==> src/design/utf8_enc_pkg.sv <==
`timescale 1ns / 1ps
// ----------------------------------------------------------------------------
// utf8_enc_pkg
// Shared widths, range limits and lead-byte marks for the UTF-8 encoder.
// ----------------------------------------------------------------------------
package utf8_enc_pkg;

	localparam int CP_W    = 32;
	localparam int LEN_W   = 3;
	localparam int MAX_OUT = 4;   // longest byte stream a valid character yields

	typedef logic [CP_W-1:0]  cp_t;
	typedef logic [LEN_W-1:0] len_t;
	typedef logic [7:0]       byte_t;

	// Upper bounds of each encoded length
	localparam cp_t LIM_1B   = 32'h0000_007F;
	localparam cp_t LIM_2B   = 32'h0000_07FF;
	localparam cp_t LIM_3B   = 32'h0000_FFFF;
	localparam cp_t LIM_4B   = 32'h001F_FFFF;
	localparam cp_t LIM_5B   = 32'h03FF_FFFF;
	localparam cp_t LIM_6B   = 32'h7FFF_FFFF;
	localparam cp_t LIM_UNI  = 32'h0010_FFFF;
	localparam cp_t NONCHAR0 = 32'h0000_FFFE;
	localparam cp_t NONCHAR1 = 32'h0000_FFFF;

	// Lead and continuation marks
	localparam byte_t MARK_2B   = 8'hC0;
	localparam byte_t MARK_3B   = 8'hE0;
	localparam byte_t MARK_4B   = 8'hF0;
	localparam byte_t MARK_CONT = 8'h80;

	localparam len_t LEN_NONE = 3'd0;
	localparam len_t LEN_1    = 3'd1;
	localparam len_t LEN_2    = 3'd2;
	localparam len_t LEN_3    = 3'd3;
	localparam len_t LEN_4    = 3'd4;
	localparam len_t LEN_5    = 3'd5;
	localparam len_t LEN_6    = 3'd6;

	// Per-request info carried from the classify stage on
	typedef struct packed {
		len_t len;     // encoded length, 0 above 31 bits
		logic bad;     // not an encodable character
		logic query;   // length-only request
	} req_info_t;

endpackage

==> src/design/utf8_code_point_encoder_top.sv <==
`timescale 1ns / 1ps
// ----------------------------------------------------------------------------
// utf8_code_point_encoder_top
// Pipelined UTF-8 encoder: one code point in, one to four bytes out.
// ----------------------------------------------------------------------------
// Usage:
//   A request (code_point, size_query) is taken at a rising edge with start
//   high and busy low. Results leave on out_byte/last_byte/byte_count/bad_char
//   for one cycle each, marked by strobe; the receiver cannot stall them.
//   A valid character without size_query gives one result per encoded byte,
//   lead byte first, last_byte on the final one. A query, or any invalid code
//   point, gives a single result with out_byte zero and last_byte set.
// Path: a request passes the capture, classify and byte build stages, then the
//   output shift register, before its first result shows; busy can hold it on the way.
// Throughput: a request holds the output shift register until its last result
//   leaves, so the next request can load only then; single-result requests
//   flow at one per cycle unless a multi-byte stream is in it. busy is high while
//   the last pipeline stage holds a request the shift register cannot yet take.
// Reset: arst_n clears all valid bits and the shift register count; no
//   results are pending after reset.
// ----------------------------------------------------------------------------
module utf8_code_point_encoder_top (
	input  logic                    clk,
	input  logic                    arst_n,
	input  logic                    start,
	output logic                    busy,
	input  utf8_enc_pkg::cp_t       code_point,
	input  logic                    size_query,
	output logic                    strobe,
	output utf8_enc_pkg::byte_t     out_byte,
	output logic                    last_byte,
	output utf8_enc_pkg::len_t      byte_count,
	output logic                    bad_char
);
	import utf8_enc_pkg::*;

	// Stage registers
	logic      v_s1, v_s2, v_s3;
	cp_t       cp_s1, cp_s2;
	logic      query_s1;
	req_info_t info_s2, info_s3;
	byte_t     bytes_s3 [MAX_OUT];
	len_t      cnt_s3;

	// Output shift register
	byte_t     bytes_q [MAX_OUT];
	len_t      left_q;
	len_t      len_q;
	logic      bad_q;

	logic      take;
	logic      adv;
	logic      acc;
	len_t      len_c;
	logic      bad_c;
	byte_t     bytes_c [MAX_OUT];
	len_t      cnt_c;

	// Shift register frees up on its last result; the pipe moves as a whole
	assign take = (left_q <= LEN_1);
	assign adv  = !v_s3 || take;
	assign busy = !adv;
	assign acc  = start && !busy;

	// Stage 1: capture request
	always_ff @(posedge clk or negedge arst_n) begin
		if (!arst_n) begin
			v_s1 <= 1'b0;
		end else if (adv) begin
			v_s1 <= acc;
		end
	end

	always_ff @(posedge clk) begin
		if (adv) begin
			cp_s1    <= code_point;
			query_s1 <= size_query;
		end
	end

	// Stage 2: classify length and validity
	always_comb begin
		priority if (cp_s1 <= LIM_1B) len_c = LEN_1;
		else if (cp_s1 <= LIM_2B)     len_c = LEN_2;
		else if (cp_s1 <= LIM_3B)     len_c = LEN_3;
		else if (cp_s1 <= LIM_4B)     len_c = LEN_4;
		else if (cp_s1 <= LIM_5B)     len_c = LEN_5;
		else if (cp_s1 <= LIM_6B)     len_c = LEN_6;
		else                          len_c = LEN_NONE;
	end

	assign bad_c = (len_c == LEN_NONE) || (len_c >= LEN_5) ||
		(cp_s1 == NONCHAR0) || (cp_s1 == NONCHAR1) ||
		((len_c == LEN_4) && (cp_s1 > LIM_UNI));

	always_ff @(posedge clk or negedge arst_n) begin
		if (!arst_n) begin
			v_s2 <= 1'b0;
		end else if (adv) begin
			v_s2 <= v_s1;
		end
	end

	always_ff @(posedge clk) begin
		if (adv) begin
			cp_s2         <= cp_s1;
			info_s2.len   <= len_c;
			info_s2.bad   <= bad_c;
			info_s2.query <= query_s1;
		end
	end

	// Stage 3: build the byte stream, lead byte in slot 0
	always_comb begin
		for (int i = 0; i < MAX_OUT; i++) bytes_c[i] = '0;
		cnt_c = LEN_1;
		if (!(info_s2.bad || info_s2.query)) begin
			cnt_c = info_s2.len;
			unique case (info_s2.len)
				LEN_2: begin
					bytes_c[0] = MARK_2B   | {3'b000, cp_s2[10:6]};
					bytes_c[1] = MARK_CONT | {2'b00, cp_s2[5:0]};
				end
				LEN_3: begin
					bytes_c[0] = MARK_3B   | {4'b0000, cp_s2[15:12]};
					bytes_c[1] = MARK_CONT | {2'b00, cp_s2[11:6]};
					bytes_c[2] = MARK_CONT | {2'b00, cp_s2[5:0]};
				end
				LEN_4: begin
					bytes_c[0] = MARK_4B   | {5'b00000, cp_s2[20:18]};
					bytes_c[1] = MARK_CONT | {2'b00, cp_s2[17:12]};
					bytes_c[2] = MARK_CONT | {2'b00, cp_s2[11:6]};
					bytes_c[3] = MARK_CONT | {2'b00, cp_s2[5:0]};
				end
				default: begin
					// single byte; longer forms are always flagged bad
					bytes_c[0] = {1'b0, cp_s2[6:0]};
				end
			endcase
		end
	end

	always_ff @(posedge clk or negedge arst_n) begin
		if (!arst_n) begin
			v_s3 <= 1'b0;
		end else if (adv) begin
			v_s3 <= v_s2;
		end
	end

	always_ff @(posedge clk) begin
		if (adv) begin
			info_s3  <= info_s2;
			bytes_s3 <= bytes_c;
			cnt_s3   <= cnt_c;
		end
	end

	// Output shift register: load on the last result, else shift one byte
	always_ff @(posedge clk or negedge arst_n) begin
		if (!arst_n) begin
			left_q <= LEN_NONE;
		end else if (take) begin
			left_q <= v_s3 ? cnt_s3 : LEN_NONE;
		end else begin
			left_q <= left_q - LEN_1;
		end
	end

	always_ff @(posedge clk) begin
		if (take) begin
			bytes_q <= bytes_s3;
			len_q   <= info_s3.len;
			bad_q   <= info_s3.bad;
		end else begin
			for (int i = 0; i < MAX_OUT - 1; i++) bytes_q[i] <= bytes_q[i+1];
			bytes_q[MAX_OUT-1] <= '0;
		end
	end

	assign strobe     = (left_q != LEN_NONE);
	assign out_byte   = bytes_q[0];
	assign last_byte  = (left_q == LEN_1);
	assign byte_count = len_q;
	assign bad_char   = bad_q;

`ifndef ASSERT_OFF
	// stall only arises from a waiting request in the last stage
	a_busy_src: assert property (@(posedge clk) disable iff (!arst_n)
		busy |-> (v_s3 && strobe && !last_byte))
		else $error("busy without a blocked request");

	// a multi-byte stream continues in the next cycle
	a_stream_cont: assert property (@(posedge clk) disable iff (!arst_n)
		(strobe && !last_byte) |=> strobe)
		else $error("byte stream broken");

	// length stays fixed across one stream
	a_len_stable: assert property (@(posedge clk) disable iff (!arst_n)
		(strobe && !last_byte) |=> $stable(byte_count) && $stable(bad_char))
		else $error("length changed mid-stream");

	// error results are single and carry no byte
	a_bad_single: assert property (@(posedge clk) disable iff (!arst_n)
		(strobe && bad_char) |-> (last_byte && out_byte == '0))
		else $error("bad character result malformed");

	// streamed results only for encodable lengths
	a_good_len: assert property (@(posedge clk) disable iff (!arst_n)
		(strobe && !bad_char) |-> (byte_count != LEN_NONE && byte_count <= LEN_4))
		else $error("valid result with illegal length");
`endif

endmodule

==> config.mk <==
export PLATFORM = sky130hd
export DESIGN_NAME = utf8_code_point_encoder_top
export DESIGN_NICKNAME = d
export VERILOG_FILES = /design/src/design/utf8_enc_pkg.sv /design/src/design/utf8_code_point_encoder_top.sv
export SDC_FILE = /design/constraint.sdc
export NUM_CORES = 1
export LEC_CHECK = 0
export BUFFER_PORTS_ARGS = -buffer_cell sky130_fd_sc_hd__buf_2
export CAP_MARGIN = 10
export CORE_MARGIN = 4
export CORE_UTILIZATION = 40
export CTS_BUF_LIST = sky130_fd_sc_hd__clkbuf_16
export DETAILED_ROUTE_END_ITERATION = 16
export PLACE_DENSITY_LB_ADDON = 0.05
export SYNTH_ARGS = -nofsm -noshare
export SYNTH_HDL_FRONTEND = slang
export SYNTH_SLANG_ARGS = --single-unit
==> constraint.sdc <==
create_clock -name clk -period 4.1 [get_ports clk]
set_clock_uncertainty 0.05 [all_clocks]
set_input_delay 0.205 -clock clk [delete_from_list [all_inputs] [get_ports clk]]
set_output_delay 0.205 -clock clk [all_outputs]
set_load 0.01 [all_outputs]
==> results_dict.tcl <==
set metrics [dict create \
    drc 0 \
    status "complete, no violations" \
    drt_iter0_markers 163 \
    cp.depth 6 \
    clockBufferDepth 2 \
    vias_per_cell 4.723 \
    io_pins 51 \
    clock_sinks 133 \
    cts_tree "done" \
    cts-root-buf "clkbuf_16" \
    synth_top_cell_by_area "edfxtp_1" \
    synthTopCellsByArea "edfxtp_1 (61%), dfxtp_1 (12%), mux2_2 (5.4%), dfrtp_1 (3.1%), and2_1 (2.2%)" \
    synthesis.nets 334 \
    crit_type "reg2reg" \
    crit_family "buffers and inverters" \
    max_stage_delay_ns 0.59 \
    num-fill-cells 958 \
    powerDensity_mw_per_mm2 789.2 \
    rrSetupSlack_ns 1.55 \
    critPathLaunch "left_q[1]" \
    grt_max_degree 55 \
    clk_latency_ns 0.41 \
    rows 39 \
    worst_ir_drop_vdd_mv 0.5496 \
    drv_cap 0 \
    final_common_cell "edfxtp_1" \
    core_area_mm2 0.01156 \
    dpl.hpwl_um 5040 \
    timing.final.crit_share_pct 62.23 \
    synth_ff_type "edfxtp_1" \
    die_y_um 117.5 \
    setup_violations 0 \
    holdWs_ns 0.1076 \
    r2r-end "cp_s2[19]" \
    synth_cell_types 38 \
    cts.htree.levels 4 \
    cts_buffers 17 \
    area_growth_pct 25.46 \
    gp_routability_congestion 0.8172 \
    async_flop_share_pct 4.511 \
    max_slew.worst_pin.slew_ns 0.7374 \
    p_leak_nw 2.294 \
    ys_seq_elements 133 \
    wl_per_cell_um 14.46 \
    die_w_um 117.5 \
    drive_gt1_share_pct 26.13 \
    crit_path_frequent_cell "buf_4" \
    crit_required_ns 4.09 \
    cp_max_fo 54 \
    ff2ff_path_depth 6 \
    drt_wl_total_um 7824 \
    cts.clk_slew.worst_paths_ns 0.05 \
    io_buffers 50 \
    crit_arrival_ns 2.54 \
    yosys.area.top_type_share_pct 61.36 \
    diodes 0 \
    fin_crit_ns 2.551 \
    grt_pass1_vias 2641 \
    hold_violations 0 \
    final_cell_mix "edfxtp_1 (98), buf_2 (50), dlygate4sd3_1 (35)" \
    dieArea_mm2 0.01381 \
    synth_area_mm2 0.004796 \
    synth_cells 295 \
    r2r-start "left_q[1]" \
    fin_tns_setup_ns 0 \
    hp-class "in2async" \
    cp-start-kind "flip-flop" \
    num_vias 2555 \
    fmax_mhz 392.0 \
    finish.net_count 424 \
    crit_chain "inv_1 -> ha_1 -> o21bai_2 -> buf_4 -> nand2_4 -> buf_4" \
    post-route-util_pct 52.03 \
    synth_edf_count 98 \
    yosys_warnings 0 \
    detail-route-antenna-nets 0 \
    cp-end-kind "flip-flop" \
    slew_headroom_pct 50.66 \
    synth-seq-area-share_pct 76.60 \
    rsz0062_at_grt "no" \
    syn_avg_cell_area_um2 16.26 \
    crit_slowest_cell "buf_4" \
    grt-ovfl-total 0 \
    antenna_found_initial 0 \
    drv_slew 0 \
    initial_core_util_pct 41.47 \
    dr.pass1.iters 4 \
    endpoint "cp_s2[19]" \
    grt_pass1_wl_um 13100 \
    critPathBufInv 3 \
    grt_usage_pct 12.41 \
]
where the power goes:
part	total (W)	switching (W)	leakage [nW]	internal, W
combinational	0.000984	0.000601	0.772	0.000383
sequential	0.00247	0.000256	1.24	0.00221
clock	0.00130	0.000493	0.282	0.000802
per-layer routing:
metal  vias to the layer above  global-route usage, %  wire, µm
met3                        13                  4.613       344
met4                         0                  7.033       193
met5                         -                      0         0
li1                       1291                      -         -
met1                      1190                  14.66      3476
met2                        61                  19.58      3810
kinds of logic after synthesis:
group	share of synthesized area [%]
flops	76.60
fa+ha+maj	0.7828
compound gates	6.992
simple gates	7.566
buf+inv	2.478
mux	5.401
xor+xnor	0.1827
flip-flops by register name (all words and copies together) (netlist names):
| signal | count |
|---|---|
| v_s1 | 1 |
| left_q | 3 |
| cnt_s3 | 3 |
| bytes_q | 21 |
| info_s3 | 4 |
| v_s2 | 1 |
| query_s1 | 1 |
| cp_s2 | 21 |
| info_s2 | 5 |
| v_s3 | 1 |
| bad_char | 1 |
| out_byte | 8 |
| bytes_s3 | 28 |
| cp_s1 | 32 |
| byte_count | 3 |
metrics by stage:
stage	power, W	worst slack [ns]	instance area, µm²	instances
final	0.004749	1.549	6017	541
after global routing	0.005039	1.364	6017	541
after CTS	0.004812	1.481	6017	541
after detailed placement	0.003474	1.509	5155	474
after global placement	0.003462	1.539	5155	474
after floorplan	0.003215	0.5177	4796	295
synthesized netlist by cell type (all sizes together), types with 4 or more instances:
cell type,number
a21oi,12
a22o,12
a22oi,6
and2,17
buf,13
dfrtp,6
dfxtp,29
edfxtp,98
inv,6
mux2,23
nand2,10
nand2b,4
nand4,4
nor2,17
or4,4
repair_timing:
item / in CTS / in global routing
hold endpoints to repair: 40 / 0
resized for setup: 0 / 0
endpoints found under the setup margin: 0 / 0
setup buffers: 0 / 0
hold buffers: 35 / 0
layout make-up:
type	count	area [µm²]	share of cell area (%)
multi-input combinational	140	1015	16.86
sequential	133	3674	61.05
inverter	6	22.52	0.3743
clock buffer	17	425.4	7.070
timing repair buffer	87	615.6	10.23
tap	143	178.9	2.974
clock inverter	15	86.33	1.435
how the worst min path moves through the flow:
| stage | from | to | slack [ns] |
|---|---|---|---|
| after floorplan | arst_n | left_q[0] | -0.14 |
| after global placement | arst_n | v_s1 | -0.02 |
| after detailed placement | arst_n | v_s3 | -0.009 |
| after CTS | arst_n | v_s1 | 0.09 |
| after global routing | arst_n | v_s1 | 0.12 |
| final | arst_n | v_s2 | 0.11 |
No activity file was read; power rests on OpenSTA's default activity.
